--- config.mk ---
export PLATFORM = sky130hd
export DESIGN_NAME = button_debounce_press_classifier_unit
export DESIGN_NICKNAME = d
export VERILOG_FILES = /design/src/rtl/bdpc_pkg.sv /design/src/rtl/button_debounce_press_classifier_unit.sv
export SDC_FILE = /design/constraint.sdc
export NUM_CORES = 1
export LEC_CHECK = 0
export BUFFER_PORTS_ARGS = -buffer_cell sky130_fd_sc_hd__clkbuf_2
export CAP_MARGIN = 20
export CORE_MARGIN = 3
export CORE_UTILIZATION = 65
export CTS_CLUSTER_SIZE = 40
export DETAILED_ROUTE_END_ITERATION = 10
export HOLD_SLACK_MARGIN = 0.1
export PLACE_DENSITY = 0.86
export SKIP_CTS_REPAIR_TIMING = 1
export SLEW_MARGIN = 40
export SYNTH_ARGS = -nofsm -noshare
export SYNTH_HDL_FRONTEND = slang
export SYNTH_SLANG_ARGS = --single-unit
--- constraint.sdc ---
create_clock -name clk -period 11 [get_ports clk]
set_input_delay 0 -clock clk [delete_from_list [all_inputs] [get_ports clk]]
set_output_delay 0 -clock clk [all_outputs]
set_load 0.01 [all_outputs]
--- src/rtl/bdpc_pkg.sv ---
`default_nettype none

package bdpc_pkg;

  // Default counter width for stability and hold timers
  localparam int TIMER_WIDTH_DEF = 16;

  // Configuration register widths and index
  localparam int CFG_W     = 16;
  localparam int CFG_IDX_W = 1;
  localparam int HOLD_W    = 16;

  typedef enum logic [CFG_IDX_W-1:0] {
    REG_DEBOUNCE_TICKS   = 1'b0,
    REG_LONG_PRESS_TICKS = 1'b1
  } cfg_reg_t;

  // Register values after reset
  localparam logic [CFG_W-1:0] DEBOUNCE_RST   = 16'd50;
  localparam logic [CFG_W-1:0] LONG_PRESS_RST = 16'd1000;

  // Raw pin levels (active low button)
  localparam logic LVL_PRESSED  = 1'b0;
  localparam logic LVL_RELEASED = 1'b1;

endpackage

`default_nettype wire

--- src/rtl/button_debounce_press_classifier_unit.sv ---
// Channel | Handshake            | Payload
// --------+----------------------+----------------------------------------------
// in      | in_valid / in_stall  | raw_level
// out     | out_valid / out_stall| short_press, long_press, pressed, hold_ticks
// cfg     | cfg_we               | cfg_index, cfg_data
//
// One transaction per clock sustained while the result is not stalled; an
// accepted input is registered in the input register, then in the result register.
// State advances in the single cycle an item leaves the input register, so
// consecutive ticks flow back to back.
// Synchronous active-high reset restores config, state and valid registers to defaults.
// A stalled result holds the result register; in_stall rises only while both
// registers hold an item and the result is stalled.
`default_nettype none

module button_debounce_press_classifier_unit #(
  parameter int TIMER_WIDTH = bdpc_pkg::TIMER_WIDTH_DEF
) (
  input  wire logic                           clk,
  input  wire logic                           rst,
  // configuration
  input  wire logic                           cfg_we,
  input  wire logic [bdpc_pkg::CFG_IDX_W-1:0] cfg_index,
  input  wire logic [bdpc_pkg::CFG_W-1:0]     cfg_data,
  // input channel
  input  wire logic                           in_valid,
  output logic                                in_stall,
  input  wire logic                           raw_level,
  // output channel
  output logic                                out_valid,
  input  wire logic                           out_stall,
  output logic                                short_press,
  output logic                                long_press,
  output logic                                pressed,
  output logic [bdpc_pkg::HOLD_W-1:0]         hold_ticks
);

  // Compare width covers both the timers and the 16-bit settings
  localparam int CMP_W = (TIMER_WIDTH > bdpc_pkg::CFG_W) ? TIMER_WIDTH : bdpc_pkg::CFG_W;
  localparam logic [TIMER_WIDTH-1:0] CNT_MAX = {TIMER_WIDTH{1'b1}};
  localparam logic [CMP_W-1:0] HOLD_MAX = CMP_W'({bdpc_pkg::HOLD_W{1'b1}});

  // configuration registers
  logic [bdpc_pkg::CFG_W-1:0] debounce_ticks;
  logic [bdpc_pkg::CFG_W-1:0] long_press_ticks;

  always_ff @(posedge clk) begin
    if (rst) begin
      debounce_ticks   <= bdpc_pkg::DEBOUNCE_RST;
      long_press_ticks <= bdpc_pkg::LONG_PRESS_RST;
    end else if (cfg_we) begin
      case (bdpc_pkg::cfg_reg_t'(cfg_index))
        bdpc_pkg::REG_DEBOUNCE_TICKS:   debounce_ticks   <= cfg_data;
        bdpc_pkg::REG_LONG_PRESS_TICKS: long_press_ticks <= cfg_data;
        default: ;
      endcase
    end
  end

  // input register and flow control
  logic in_q_valid;
  logic raw_q;
  logic advance;

  assign advance  = in_q_valid && (!out_valid || !out_stall);
  assign in_stall = in_q_valid && !advance;

  always_ff @(posedge clk) begin
    if (rst) begin
      in_q_valid <= 1'b0;
    end else if (!in_stall) begin
      in_q_valid <= in_valid;
    end
  end

  always_ff @(posedge clk) begin
    if (in_valid && !in_stall) begin
      raw_q <= raw_level;
    end
  end

  // classifier state
  logic                   last_raw;
  logic [TIMER_WIDTH-1:0] stable_count;
  logic                   debounced_level;
  logic [TIMER_WIDTH-1:0] press_timer;
  logic                   long_fired;

  logic                   last_raw_next;
  logic [TIMER_WIDTH-1:0] stable_count_next;
  logic                   debounced_level_next;
  logic [TIMER_WIDTH-1:0] press_timer_next;
  logic                   long_fired_next;

  logic [TIMER_WIDTH-1:0]      stable_eff;
  logic [TIMER_WIDTH-1:0]      timer_eff;
  logic                        fired_eff;
  logic                        level_taken;
  logic                        short_pulse;
  logic                        long_pulse;
  logic [CMP_W-1:0]            timer_wide;
  logic [bdpc_pkg::HOLD_W-1:0] hold_val;

  // one tick of debounce and press classification
  always_comb begin
    last_raw_next = raw_q;
    stable_eff    = (raw_q != last_raw) ? '0 : stable_count;

    level_taken = (CMP_W'(stable_eff) >= CMP_W'(debounce_ticks)) &&
                  (raw_q != debounced_level);
    debounced_level_next = level_taken ? raw_q : debounced_level;

    timer_eff   = press_timer;
    fired_eff   = long_fired;
    short_pulse = 1'b0;
    if (level_taken) begin
      if (raw_q == bdpc_pkg::LVL_PRESSED) begin
        timer_eff = '0;
        fired_eff = 1'b0;
      end else begin
        short_pulse = (CMP_W'(press_timer) < CMP_W'(long_press_ticks)) && !long_fired;
      end
    end

    // long press fires once per hold
    long_pulse = (debounced_level_next == bdpc_pkg::LVL_PRESSED) && !fired_eff &&
                 (CMP_W'(timer_eff) >= CMP_W'(long_press_ticks));
    long_fired_next = fired_eff || long_pulse;

    timer_wide = CMP_W'(timer_eff);
    hold_val   = '0;
    if (debounced_level_next == bdpc_pkg::LVL_PRESSED) begin
      hold_val = (timer_wide > HOLD_MAX) ? {bdpc_pkg::HOLD_W{1'b1}}
                                         : timer_wide[bdpc_pkg::HOLD_W-1:0];
    end

    // saturating counters
    stable_count_next = (stable_eff == CNT_MAX) ? CNT_MAX : stable_eff + TIMER_WIDTH'(1);
    press_timer_next  = timer_eff;
    if (debounced_level_next == bdpc_pkg::LVL_PRESSED && timer_eff != CNT_MAX) begin
      press_timer_next = timer_eff + TIMER_WIDTH'(1);
    end
  end

  always_ff @(posedge clk) begin
    if (rst) begin
      last_raw        <= bdpc_pkg::LVL_RELEASED;
      stable_count    <= '0;
      debounced_level <= bdpc_pkg::LVL_RELEASED;
      press_timer     <= '0;
      long_fired      <= 1'b0;
    end else if (advance) begin
      last_raw        <= last_raw_next;
      stable_count    <= stable_count_next;
      debounced_level <= debounced_level_next;
      press_timer     <= press_timer_next;
      long_fired      <= long_fired_next;
    end
  end

  // result register
  always_ff @(posedge clk) begin
    if (rst) begin
      out_valid <= 1'b0;
    end else if (advance) begin
      out_valid <= 1'b1;
    end else if (!out_stall) begin
      out_valid <= 1'b0;
    end
  end

  always_ff @(posedge clk) begin
    if (advance) begin
      short_press <= short_pulse;
      long_press  <= long_pulse;
      pressed     <= (debounced_level_next == bdpc_pkg::LVL_PRESSED);
      hold_ticks  <= hold_val;
    end
  end

endmodule

`default_nettype wire

# Yosys cells after proc, flatten, opt, wreduce, memory -nomap -nowiden

Cells that the tools add are included.

Add/sub/neg operators: 2
Magnitude comparators: 4
Eq/ne operators: 5
Mux-type cells: 11
Bitwise operators: 2
Reduce and logical (&&, ||, !) cells: 19

Operators with widths:

| operator                | number |
|---|---|
| $mux W16                | 6 |
| $add A16 B1 Y16 const B | 2 |
| $ge A16 B16 Y1          | 2 |
| $eq A16 B16 Y1 const B  | 1 |
| $gt A16 B16 Y1 const B  | 1 |
| $lt A16 B16 Y1          | 1 |
| $ne A16 B16 Y1 const B  | 1 |
| $logic_and A1 B1 Y1     | 8 |
| $logic_not A1 Y1        | 6 |
| $reduce_and A2 Y1       | 3 |
| $mux W1                 | 5 |
| $logic_or A1 B1 Y1      | 2 |
| $ne A1 B1 Y1            | 2 |
| $ne A2 B1 Y1 const B    | 1 |
| $not A1 Y1              | 2 |

Register bits: 89
Input port bits: 23
Output and inout bits: 21
Word-level logic and storage cells: 57

# Logic depth before layout (Yosys ltp)

Gate-level depths: netlist of run 1.

Word-level depth: 9
Depth in mapped cells: 20
Mapped depth without buffers: 17

# Least setup slack after synthesis of run 1

OpenSTA, ideal clock, no wires.

Kind: reg2reg
Start point: register raw_q (netlist: last_raw_next)
End point: register long_press, data pin
Setup time: 0.255 ns
Arrival: 4.509 ns
Data required time: 10.745 ns
Path slack: 6.236 ns
Cell stages (with the launch flop): 21
Buffers on the path: 4
Period minus slack after synthesis: 4.764 ns
Cell sequence: edfxtp_1 > xnor2_1 > buf_2 > clkbuf_1 > clkbuf_1 > and2_1 > ha_1 > a211oi_1 > nor2_1 > a211o_1 > o31ai_2 > clkbuf_1 > and2_1 > ha_1 > a21o_1 > a21o_1 > a21oi_1 > o21ai_0 > and2_1 > or3_1 > and2_1

Word-level cells in the longest chain between the ends: 8
Elaborated cells between the ends (all ways): 15
Those cells by class: order compare: 2; eq/ne: 2; mux: 6; bitwise: 1; reduce/logical: 4

Ends and longest elaborated chain:

| element                                                                | RTL line                                     | source |
|---|---|---|
| from (decl)                                                            | button_debounce_press_classifier_unit.sv:62  | `logic raw_q;` |
| from (signal assigned)                                                 | button_debounce_press_classifier_unit.sv:78  | `raw_q <= raw_level;` |
| parallel branches: the longest is 7 deep, another holds $ge A16 B16 Y1 | n/a                                          |  |
| $logic_and A1 B1 Y1 (*)                                                | button_debounce_press_classifier_unit.sv:126 | `long_pulse = (debounced_level_next == bdpc_pkg::LVL_PRESSED) && !fired_eff &&` |
| net long_pulse                                                         | button_debounce_press_classifier_unit.sv:100 | `logic long_pulse;` |
| to (signal assigned)                                                   | button_debounce_press_classifier_unit.sv:175 | `long_press <= long_pulse;` |
| to (decl)                                                              | button_debounce_press_classifier_unit.sv:33  | `output logic long_press,` |

Mark *: on every way through the listed nets, which the timed path passes.
A chain may end at the register's enable or synchronous reset.

# Worst setup path in the final report of run 1

Start point: register raw_q (netlist: last_raw_next)
End point: register press_timer[4]

Word-level cells in the longest chain between the ends: 8
Elaborated cells between the ends (all ways): 13
Those cells by class: add/sub: 1; order compare: 1; eq/ne: 3; mux: 5; bitwise: 1; reduce/logical: 2

Ends and longest elaborated chain:

| element                                                                | RTL line                                     | source |
|---|---|---|
| parallel branches: the longest is 7 deep, another holds $ge A16 B16 Y1 | n/a                                          |  |
| $mux W16 (*)                                                           | button_debounce_press_classifier_unit.sv:140 | `if (debounced_level_next == bdpc_pkg::LVL_PRESSED && timer_eff != CNT_MAX) begin` |
| to (signal assigned)                                                   | button_debounce_press_classifier_unit.sv:156 | `press_timer <= press_timer_next;` |
| to (decl)                                                              | button_debounce_press_classifier_unit.sv:86  | `logic [TIMER_WIDTH-1:0] press_timer;` |

Every way passes the cells marked *.

==> PnR_summary.wiki, run 1 <==
{| class="wikitable"
! Metric !! Value
|-
| Site Rows || 32
|-
| Warnings from Yosys || 0
|-
| Dpl hpwl || 9338 um
|-
| Detailed Route Iter0 Violations || 289
|-
| Global-route wire length before repair || 21110 um
|-
| Number of global-route vias before repair || 4521
|-
| Worst-path maximum fanout || 30
|-
| Startpoint type of the worst setup path || register
|-
| Compound-Gate Fraction of Synth Area || 0.1734
|-
| Type of element capturing the critical path || register
|-
| Overall power after layout || 0.6568 mW
|-
| Mux contribution to synthesized area || 0.009087
|-
| Max_cap viols || 0
|-
| Number of routed nets with antenna violations || 0
|-
| Outcome || complete, no violations
|-
| CTS HTree Levels || 3
|-
| Clock skew || 10.87 ps
|-
| Area growth, synth to finish || 13.15%
|-
| Required time at the endpoint of the critical path || 11260 ps
|-
| Mean routed wirelength per cell || 17.32 um
|-
| Buffer cell driving the clock tree root || sky130_fd_sc_hd__clkbuf_8
|-
| Sequential cell area fraction in the yosys report || 0.3788
|-
| GRT Resource Usage Total || 0.2967
|-
| Cell with the biggest individual delay on the critical path || sky130_fd_sc_hd__o31ai_4
|-
| Commonest non-fill, non-tap cell in the layout || sky130_fd_sc_hd__nand2_1
|-
| Area share of fa/ha/maj cells after synthesis || 0.1148
|-
| Post-synthesis share of cell area spent on and, or, nand and nor gates || 0.2628
|-
| Syn Nets || 699
|-
| TritonCTS Buffers || 9
|-
| Cell area after synthesis || 0.005233 mm^2
|-
| Ant. Diodes || 0
|-
| Worst Tran Pin Value || 864.4 ps
|-
| Count of cell types in the netlist || 63
|-
| I/O pin count || 44
|-
| Peak supply drop || 0.08587 mV
|-
| Setup violation total in the final timing report || 0
|-
| Crit path buf inv count || 1
|-
| Area of the placeable core || 0.007767 mm^2
|-
| Global route total overflow || 0
|-
| Share of synthesized flip-flops with an asynchronous set or reset || 0
|-
| Via density per instance || 6.260
|-
| Max Slew Vio Count || 0
|-
| Cell count after synthesis || 628
|-
| Standby leakage power || 2.473 nW
|-
| Power density of the placed cells || 110.9 mW/mm^2
|-
| Floorplan die width || 95.72 um
|-
| Critical path cell sequence || xnor2_1 -> buf_4 -> and2_1 -> ha_1 -> nand4_1 -> nor3_1 -> a211o_1 -> o31ai_4 -> and2_1 -> ha_1 -> nand3_1 -> nor4_1 -> a21oi_1 -> nand3_1 -> mux2_1
|-
| Number of port buffers || 43
|-
| Effective utilization at floorplan || 0.6736
|-
| Mean Syn Cell Area || 8.332 um^2
|-
| Clk Latency, worst-skew pair || 370 ps
|-
| Type of the worst min-delay path || in -> reg
|-
| Maximum number of pins on one net before global-route repair || 65
|-
| Synthesized-area fraction occupied by xor and xnor cells || 0.01172
|-
| Commonest cells after routing, fill and taps aside || sky130_fd_sc_hd__nand2_1, sky130_fd_sc_hd__dfxtp_1, sky130_fd_sc_hd__a21oi_1
|-
| Final weighted congestion in routability-driven placement || 0.9343
|-
| Setup repair after global routing missed its margin || no
|-
| Residual DRC || 0
|-
| Primary FF master, synth || sky130_fd_sc_hd__dfxtp_1
|-
| Clk sinks || 89
|-
| Arrival @ worst endpoint || 5090 ps
|-
| Combinational family with the most area after synthesis || simple AND/OR/NAND/NOR gates
|-
| Class of the most critical setup path || reg -> reg
|-
| Relative max-transition margin || 0.4227
|-
| Die Y || 95.72 um
|-
| Highest achievable clock rate || 207.2 MHz
|-
| Worst-path clk slew || 100 ps
|-
| Antenna violations before repair || 0
|-
| Share of layout cells above drive strength 1 || 0.1093
|-
| Count of endpoints failing hold in the final timing report || 0
|-
| Vias || 4933
|-
| Final Cycle Share || 0.4388
|-
| Post-layout minimum cycle time || 4826 ps
|-
| Final Routed Wirelength || 13650 um
|-
| NumNets Final || 752
|-
| Post-route setup TNS || 0 ps
|-
| Die ar. || 0.009162 mm^2
|-
| Post-synthesis sequential element count || 89
|-
| Largest delay share family, worst path || simple AND/OR/NAND/NOR gates
|-
| Maximum single-stage delay on the critical path || 610 ps
|-
| CTS tree || yes
|-
| Maximum clock insertion buffer count || 2
|-
| Number of flops mapped to enable cells by yosys || 20
|-
| Iteration count of the initial detailed-routing pass || 5
|}
[tightest hold or removal path: stages]
cell and delay (ps):
sky130_fd_sc_hd__clkbuf_2 120, sky130_fd_sc_hd__nor2b_2 140, sky130_fd_sc_hd__nand2_1 100, sky130_fd_sc_hd__a21oi_1 50
[sequential cells by signal (all words and copies together) (netlist names)]
register	count
last_raw	1
debounced_level	1
pressed	1
press_timer	16
debounce_ticks	16
long_press_ticks	16
long_press	1
hold_ticks	16
short_press	1
out_valid	1
in_q_valid	1
last_raw_next	1
long_fired	1
stable_count	16
[Yosys cell counts, types with 3 or more instances]
cell type	number	area (um^2)
sky130_fd_sc_hd__xor2_1	4	35.03
sky130_fd_sc_hd__ha_1	48	600.6
sky130_fd_sc_hd__nand2_1	90	337.8
sky130_fd_sc_hd__inv_1	40	150.1
sky130_fd_sc_hd__nand4_1	17	106.4
sky130_fd_sc_hd__buf_1	4	15.01
sky130_fd_sc_hd__a211oi_1	4	30.03
sky130_fd_sc_hd__o31ai_1	4	30.03
sky130_fd_sc_hd__and3_1	10	62.56
sky130_fd_sc_hd__and2_1	47	294.0
sky130_fd_sc_hd__xnor2_1	3	26.28
sky130_fd_sc_hd__nand3_1	16	80.08
sky130_fd_sc_hd__edfxtp_1	20	600.6
sky130_fd_sc_hd__nor4_1	6	37.54
sky130_fd_sc_hd__nor3_1	20	100.1
sky130_fd_sc_hd__nor3b_1	4	30.03
sky130_fd_sc_hd__a31oi_1	5	31.28
sky130_fd_sc_hd__nand2b_1	5	31.28
sky130_fd_sc_hd__o21ai_0	20	100.1
sky130_fd_sc_hd__a21oi_1	64	320.3
sky130_fd_sc_hd__o211ai_1	6	45.04
sky130_fd_sc_hd__or3_1	3	18.77
sky130_fd_sc_hd__nor2b_1	5	31.28
sky130_fd_sc_hd__nor2_1	37	138.9
sky130_fd_sc_hd__clkbuf_1	17	63.81
sky130_fd_sc_hd__buf_2	3	15.01
sky130_fd_sc_hd__a21o_1	11	82.58
sky130_fd_sc_hd__dfxtp_1	69	1381
[cell families after synthesis]
logic type | count (synthesis)
and+or+nand+nor | 272
AOI/OAI and AO/OA | 141
DFF | 89
buffers and inverters | 67
adders and majority gates | 48
xor gates and xnor gates | 7
muxes | 4
[routing by layer]
layer,vias to the layer above,track usage,share of wire
li1,2329,-,-
met1,2275,0.3682,0.40
met2,276,0.5003,0.48
met3,53,0.04144,0.070
met4,0,0.1540,0.045
met5,-,0,0
[worst paths after layout]
check                       from                   to  slack (ps)  depth (start not counted)
max                last_raw_next       press_timer[4]        6170                         15
min                    cfg_index   debounce_ticks[13]          70                          4
max reg2reg        last_raw_next       press_timer[4]        6170                         15
min reg2reg  long_press_ticks[1]  long_press_ticks[1]         460                          2
[power by group]
part | internal, mW | total, mW | switching (mW)
clock | 0.105 | 0.234 | 0.129
sequential | 0.344 | 0.350 | 0.00580
combinational | 0.0271 | 0.0728 | 0.0457
total | 0.476 | 0.657 | 0.180
[stage by stage]
step                      utilization  setup slack, ps  hold slack [ps]  cell area (um^2)  cells
after floorplan                     -             6236            98.87              5233    628
after global placement         0.7086             6293            201.6              5504    752
after detailed placement       0.7101             6323            200.8              5515    752
after CTS                      0.7365             6300           -189.1              5720    768
after global routing           0.7622             5863            104.9              5921    788
final                          0.7622             6174            72.56              5921    788
[cell type report]
cell class,instances,area [um^2]
multi-input combinational,472,3003
sequential,89,1982
fill,576,1847
timing repair buffer,67,445.4
clock buffer,11,162.7
inverter,42,157.7
tap,102,127.6
clock inverter,5,42.54
Power figures use the tool's default switching activity.
==> run 2: changes to the inputs <==
--- a/config.mk
+++ b/config.mk
@@ -8,11 +8,11 @@
 export BUFFER_PORTS_ARGS = -buffer_cell sky130_fd_sc_hd__clkbuf_2
 export CAP_MARGIN = 20
 export CORE_MARGIN = 3
-export CORE_UTILIZATION = 65
+export CORE_UTILIZATION = 60
 export CTS_CLUSTER_SIZE = 40
 export DETAILED_ROUTE_END_ITERATION = 10
 export HOLD_SLACK_MARGIN = 0.1
-export PLACE_DENSITY = 0.86
+export PLACE_DENSITY = 0.8
 export SKIP_CTS_REPAIR_TIMING = 1
 export SLEW_MARGIN = 40
 export SYNTH_ARGS = -nofsm -noshare
==> constraint.sdc (replaced) <==
create_clock -name clk -period 4.65 [get_ports clk]
set_input_delay 0 -clock clk [delete_from_list [all_inputs] [get_ports clk]]
set_output_delay 0 -clock clk [all_outputs]
set_load 0.01 [all_outputs]
==> run 2 against run 1 <==
Effect of this change:
- combinational power increased to 2.7 times the previous value
- clock power grew 130%
- sequential cell count unchanged
- non-clock buffer count rose by 20
- total power up 140%
- hold slack got worse by 5.9 ps
- clock-buffer cell count down 2
- sequential share of layout area decreased by 1.6 points
- die area rose by 7.8%
- register-to-register slack lost 6100 ps
- critical path depth is 3 higher
- core utilization is 1.7 points lower
- highest routed layer unchanged
==> PnR_summary.wiki, run 2 (synthesis gave the netlist of run 1 again) <==
{| class="wikitable"
! Metric !! Value
|-
| GRT Resource Usage Total || 0.2668 (-0.02992)
|-
| Die Y || 99.39 um (+3.8%)
|-
| Clock skew || 12.51 ps (+1.632 ps)
|-
| Max_cap viols || 0 (unchanged)
|-
| Global-route wire length before repair || 21440 um (+1.6%)
|-
| R2R setup slack || 100 ps (-6070 ps)
|-
| Final weighted congestion in routability-driven placement || 1.013 (+8.4%)
|-
| Post-route standard cell area excluding fillers || 0.006215 mm^2 (+5.0%)
|-
| Type of the worst min-delay path || in -> reg
|-
| Ant. Diodes || 0 (unchanged)
|-
| Required time at the endpoint of the critical path || 4780 ps (-6480 ps)
|-
| Cell area after placement || 0.005577 mm^2 (+1.1%)
|-
| Relative max-transition margin || 0.4542 (+0.03156)
|-
| Worst-path maximum fanout || 15 (-50%)
|-
| Number of port buffers || 43 (unchanged)
|-
| Number of global-route vias before repair || 4544 (+0.51%)
|-
| Max Slew Vio Count || 0 (unchanged)
|-
| Floorplan die width || 99.39 um (+3.8%)
|-
| Class of the most critical setup path || reg -> reg
|-
| Mean routed wirelength per cell || 16.93 um (-2.2%)
|-
| Site Rows || 33 (+3.1%)
|-
| Outcome || complete, no violations
|-
| Peak supply drop || 0.1504 mV (+75%)
|-
| Clk sinks || 89 (unchanged)
|-
| Post-layout minimum cycle time || 4548 ps (-278.0 ps)
|-
| Worst Tran Pin Value || 817.1 ps (-47.25 ps)
|-
| Dpl hpwl || 9285 um (-0.57%)
|-
| Vias || 4923 (-0.20%)
|-
| Count of endpoints failing hold in the final timing report || 0 (unchanged)
|-
| Die ar. || 0.009877 mm^2 (+7.8%)
|-
| Antenna violations before repair || 0 (unchanged)
|-
| Cell depth of the worst min-delay path || 4 (unchanged)
|-
| Startpoint type of the worst setup path || register
|-
| Iteration count of the initial detailed-routing pass || 6 (+1)
|-
| TritonCTS Buffers || 9 (unchanged)
|-
| Area growth, synth to finish || 18.77%
|-
| Global route total overflow || 0 (unchanged)
|-
| CTS HTree Levels || 3 (unchanged)
|-
| Final Routed Wirelength || 13730 um (+0.62%)
|-
| Clk Latency, worst-skew pair || 370 ps (about the same)
|-
| Number of standard cells in the layout, taps in and fillers out || 811 (+2.9%)
|-
| Commonest non-fill, non-tap cell in the layout || sky130_fd_sc_hd__nand2_1
|-
| Maximum number of pins on one net before global-route repair || 65 (unchanged)
|-
| CTS tree || yes
|-
| Residual DRC || 0 (unchanged)
|-
| Setup violation total in the final timing report || 0 (unchanged)
|-
| Area of the placeable core || 0.008341 mm^2 (+7.4%)
|-
| NumNets Final || 772 (+2.7%)
|-
| Overall power after layout || 1.556 mW (+140%)
|-
| Maximum clock insertion buffer count || 2 (unchanged)
|-
| Worst-path clk slew || 100 ps (about the same)
|-
| Worst-case setup slack after placement || 142.7 ps (-6181 ps)
|-
| Critical register-to-register path endpoint || long_press
|-
| Buffer cell driving the clock tree root || sky130_fd_sc_hd__clkbuf_8
|-
| I/O pin count || 44 (unchanged)
|-
| Final WS setup || 101.6 ps (-6072 ps)
|-
| Cell count after placement || 761 (+1.2%)
|-
| Highest achievable clock rate || 219.9 MHz (+6.1%)
|-
| Number of routed nets with antenna violations || 0 (unchanged)
|-
| Post-Route Utilization || 0.7451 (-0.01712)
|-
| Final Cycle Share || 0.9781 (+0.5394)
|-
| Share of layout cells above drive strength 1 || 0.1558 (+0.04648)
|-
| Arrival @ worst endpoint || 4680 ps (-410 ps)
|-
| Effective utilization at floorplan || 0.6274 (-0.04628)
|-
| Worst reg2reg path depth || 18 (+3)
|-
| Hold Startpoint || cfg_index
|-
| Standby leakage power || 2.585 nW (+4.5%)
|-
| Detailed Route Iter0 Violations || 326 (+13%)
|-
| Power density of the placed cells || 250.4 mW/mm^2 (+130%)
|-
| Type of element capturing the critical path || register
|-
| Commonest cells after routing, fill and taps aside || sky130_fd_sc_hd__nand2_1, sky130_fd_sc_hd__dfxtp_1, sky130_fd_sc_hd__a21oi_1
|-
| Hold EP || debounce_ticks[8]
|-
| Via density per instance || 6.070 (-3.0%)
|-
| Launching point of the worst reg2reg path || last_raw_next
|}
## run 2: cell count changes in the layout (fill, tap and decap cells not counted), sizes merged
| cell | previous run | this run |
|---|---|---|
| clkbuf | 54 | 53 |
| inv | 43 | 45 |
| buf | 4 | 22 |
| dlygate4sd3 | 20 | 21 |
## run 2: per-stage QoR
step	hold slack, ps	TNS [ps]
finish	66.69	0
global route	99.03	-323.1
CTS	-204.4	0
detailed placement	178.6	0
global placement	190.4	0
floorplan	98.87	0
## run 2: routing by layer
layer,part of all wire,track usage,vias up
met5,0,0,-
met4,0.037,0.1050,0
met3,0.062,0.05470,47
met2,0.48,0.4401,229
met1,0.42,0.3430,2274
li1,-,-,2373
## run 2: final cells by class
cell class	count	area [um^2]
well taps	105	131.4
clock buffers	9	123.9
flip-flops and latches	89	1982
fillers	610	2126
multi-input cells	472	3120
clock inverters	7	67.56
repair buffers	87	631.9
inverters	42	157.7
## run 2: critical path, cell delays in order, from the launching register on
cell and delay [ps]:
sky130_fd_sc_hd__edfxtp_1 490, sky130_fd_sc_hd__xnor2_4 200, sky130_fd_sc_hd__buf_12 150, sky130_fd_sc_hd__and2_1 160, sky130_fd_sc_hd__ha_1 310, sky130_fd_sc_hd__nand4_1 170, sky130_fd_sc_hd__or3_4 380, sky130_fd_sc_hd__a2111oi_4 490
sky130_fd_sc_hd__o31ai_4 120, sky130_fd_sc_hd__buf_6 160, sky130_fd_sc_hd__and2_1 140, sky130_fd_sc_hd__ha_1 290, sky130_fd_sc_hd__a21o_1 190, sky130_fd_sc_hd__a21o_1 180, sky130_fd_sc_hd__a21oi_2 120, sky130_fd_sc_hd__o21ai_1 70
sky130_fd_sc_hd__and2_1 160, sky130_fd_sc_hd__or3_1 350, sky130_fd_sc_hd__and2_1 160
## run 2: where the power goes
group          internal, mW  switching [mW]  total [mW]
clock network         0.209           0.320       0.530
logic                0.0844           0.115       0.200
registers             0.814          0.0132       0.827
total                  1.11           0.449        1.56
## run 2: how the worst max path moves through the flow
stage / startpoint / endpoint / slack (ps) / cells past startpoint
after floorplan: last_raw_next / long_press / 40 / 20
after global placement: last_raw_next / long_press / 250 / 17
after detailed placement: last_raw_next / press_timer[4] / 140 / 16
after CTS: last_raw_next / press_timer[3] / 120 / 16
after global routing: last_raw_next / long_press / -80 / 18
final: last_raw_next / long_press / 100 / 18
==> run 3: changes to the inputs <==
--- a/config.mk
+++ b/config.mk
@@ -13,6 +13,7 @@
 export DETAILED_ROUTE_END_ITERATION = 10
 export HOLD_SLACK_MARGIN = 0.1
 export PLACE_DENSITY = 0.8
+export SETUP_SLACK_MARGIN = 0.15
 export SKIP_CTS_REPAIR_TIMING = 1
 export SLEW_MARGIN = 40
 export SYNTH_ARGS = -nofsm -noshare
==> run 3 against run 2 <==
Effect of this change:
- sequential power about the same
- largest power group unchanged
- register-to-register slack improved by 250 ps
- clock-buffer cell count grew 3
- maximum frequency up 5.8%
- final area fell by 0.95%
- clock power rose by 4.3%
- global-route usage is 0.48 points higher
- worst setup slack improved by 250 ps
- total power is 0.51% higher
- combinational power is 8% lower
==> PnR_summary.wiki, run 3 (synthesis gave the netlist of run 1 again) <==
{| class="wikitable"
! Metric !! Value
|-
| Outcome || complete, no violations
|-
| Arrival @ worst endpoint || 4420 ps (-260 ps)
|-
| Final Routed Wirelength || 13590 um (-1.0%)
|-
| Type of element capturing the critical path || register
|-
| Maximum number of pins on one net before global-route repair || 46 (-29%)
|-
| I/O pin count || 44 (unchanged)
|-
| Crit path buf inv count || 2 (unchanged)
|-
| Dpl hpwl || 9736 um (+4.9%)
|-
| Mean routed wirelength per cell || 16.86 um (-0.41%)
|-
| Critical path cell sequence || xnor2_2 -> buf_6 -> nand2_1 -> ha_1 -> nor3b_1 -> a2bb2oi_2 -> a2111oi_4 -> buf_4 -> o31ai_4 -> nand2_1 -> ha_1 -> nand2b_1 -> a21o_1 -> a21oi_1 -> o21ai_0 -> and4_1 -> or3_1 -> and2_1
|-
| Vias || 4841 (-1.7%)
|-
| Number of routed nets with antenna violations || 0 (unchanged)
|-
| Post-layout minimum cycle time || 4297 ps (-251.3 ps)
|-
| Buffer cell driving the clock tree root || sky130_fd_sc_hd__clkbuf_8
|-
| Count of endpoints failing hold in the final timing report || 0 (unchanged)
|-
| NumNets Final || 767 (-0.65%)
|-
| Number of global-route vias before repair || 4435 (-2.4%)
|-
| Commonest non-fill, non-tap cell in the layout || sky130_fd_sc_hd__nand2_1
|-
| Power density of the placed cells || 254.0 mW/mm^2 (+1.5%)
|-
| Share of layout cells above drive strength 1 || 0.1541 (-0.001742)
|-
| Floorplan die width || 99.39 um (unchanged)
|-
| Die Y || 99.39 um (unchanged)
|-
| Clock skew || 8.390 ps (-4.115 ps)
|-
| Detailed Route Iter0 Violations || 294 (-9.8%)
|-
| Worst-path maximum fanout || 10 (-5)
|-
| Clk Latency, worst-skew pair || 360 ps (about the same)
|-
| Startpoint type of the worst setup path || register
|-
| Largest delay share family, worst path || simple AND/OR/NAND/NOR gates
|-
| Clk sinks || 89 (unchanged)
|-
| Cell depth of the worst min-delay path || 4 (unchanged)
|-
| Number of inserted filler cells in the final layout || 645 (+5.7%)
|-
| Final Hold Slack || 92.53 ps (+25.84 ps)
|-
| Worst reg2reg path depth || 18 (unchanged)
|-
| Max_cap viols || 0 (unchanged)
|-
| Number of port buffers || 43 (unchanged)
|-
| Area growth, synth to finish || 17.65%
|-
| Final Cycle Share || 0.9241 (-0.05403)
|-
| Final weighted congestion in routability-driven placement || 0.9242 (-8.8%)
|-
| TritonCTS Buffers || 9 (unchanged)
|-
| CTS tree || yes
|-
| Relative max-transition margin || 0.5034 (+0.04917)
|-
| Type of the worst min-delay path || in -> reg
|-
| Highest achievable clock rate || 232.7 MHz (+5.8%)
|-
| Max Slew Vio Count || 0 (unchanged)
|-
| Cell with the biggest individual delay on the critical path || sky130_fd_sc_hd__edfxtp_1
|-
| Iteration count of the initial detailed-routing pass || 5 (-1)
|-
| Maximum single-stage delay on the critical path || 490 ps (about the same)
|-
| Stages on the worst setup path || 18 (unchanged)
|-
| Class of the most critical setup path || reg -> reg
|-
| GRT Resource Usage Total || 0.2716 (+0.004817)
|-
| Site Rows || 33 (unchanged)
|-
| Worst Tran Pin Value || 744.9 ps (-72.26 ps)
|-
| Setup violation total in the final timing report || 0 (unchanged)
|-
| Global-route wire length before repair || 21370 um (-0.32%)
|-
| Maximum clock insertion buffer count || 2 (unchanged)
|-
| Required time at the endpoint of the critical path || 4770 ps (about the same)
|-
| Ant. Diodes || 0 (unchanged)
|-
| Post-route setup TNS || 0 ps (unchanged)
|-
| Worst-path clk slew || 100 ps (about the same)
|-
| Residual DRC || 0 (unchanged)
|-
| Effective utilization at floorplan || 0.6274 (unchanged)
|-
| Global route total overflow || 0 (unchanged)
|-
| Via density per instance || 6.006 (-1.1%)
|-
| Area of the placeable core || 0.008341 mm^2 (unchanged)
|-
| Commonest cells after routing, fill and taps aside || sky130_fd_sc_hd__nand2_1, sky130_fd_sc_hd__dfxtp_1, sky130_fd_sc_hd__a21oi_1
|-
| Die ar. || 0.009877 mm^2 (unchanged)
|-
| Peak supply drop || 0.2116 mV (+41%)
|-
| Setup repair after global routing missed its margin || no
|-
| Standby leakage power || 2.558 nW (-1.1%)
|-
| Antenna violations before repair || 0 (unchanged)
|-
| CTS HTree Levels || 3 (unchanged)
|}
[run 3: final cells by class]
| class | instances | area [um^2] | area share |
|---|---|---|---|
| Inverter | 42 | 157.7 | 0.02561 |
| Tap cell | 105 | 131.4 | 0.02134 |
| Multi-Input combinational cell | 473 | 3129 | 0.5083 |
| Timing Repair Buffer | 81 | 549.3 | 0.08923 |
| Clock buffer | 12 | 176.4 | 0.02866 |
| Clock inverter | 4 | 30.03 | 0.004878 |
| Sequential cell | 89 | 1982 | 0.3220 |
[run 3: worst min-delay path, stage by stage]
cell and delay, ps:
sky130_fd_sc_hd__clkbuf_2 130, sky130_fd_sc_hd__nor2b_2 140, sky130_fd_sc_hd__nand2_1 100, sky130_fd_sc_hd__a21oi_1 50
[run 3: through the flow]
| stage | setup slack (ps) | instances | cell area, um^2 | power (mW) | util |
|---|---|---|---|---|---|
| floorplan | 172.7 | 628 | 5349 | 0.9548 | - |
| global placement | 295.6 | 763 | 5659 | 1.001 | 0.6785 |
| detailed placement | 124.0 | 763 | 5662 | 1.007 | 0.6788 |
| CTS | 108.0 | 779 | 5868 | 1.549 | 0.7036 |
| global route | 123.4 | 806 | 6156 | 1.629 | 0.7381 |
| finish | 352.9 | 806 | 6156 | 1.564 | 0.7381 |
[run 3: path summary, 6_finish.rpt]
| check | from | end | slack, ps |
|---|---|---|---|
| max | last_raw_next | long_press | 350 |
| min | cfg_index | debounce_ticks[13] | 90 |
| max reg2reg | last_raw_next | long_press | 350 |
| min reg2reg | long_press_ticks[15] | long_press_ticks[15] | 460 |
[run 3: power breakdown]
| group | internal, mW | switching [mW] | leakage (nW) |
|---|---|---|---|
| Sequential | 0.814 | 0.0130 | 0.746 |
| Combinational | 0.0726 | 0.112 | 1.70 |
| Clock | 0.260 | 0.292 | 0.109 |
| Total | 1.15 | 0.417 | 2.56 |
[run 3: layer usage]
metal | part of all wire | track usage | up-vias
met5 | 0 | 0 | -
met4 | 0.024 | 0.09769 | 0
met3 | 0.056 | 0.04278 | 27
met2 | 0.51 | 0.4726 | 175
met1 | 0.41 | 0.3404 | 2276
li1 | - | - | 2363
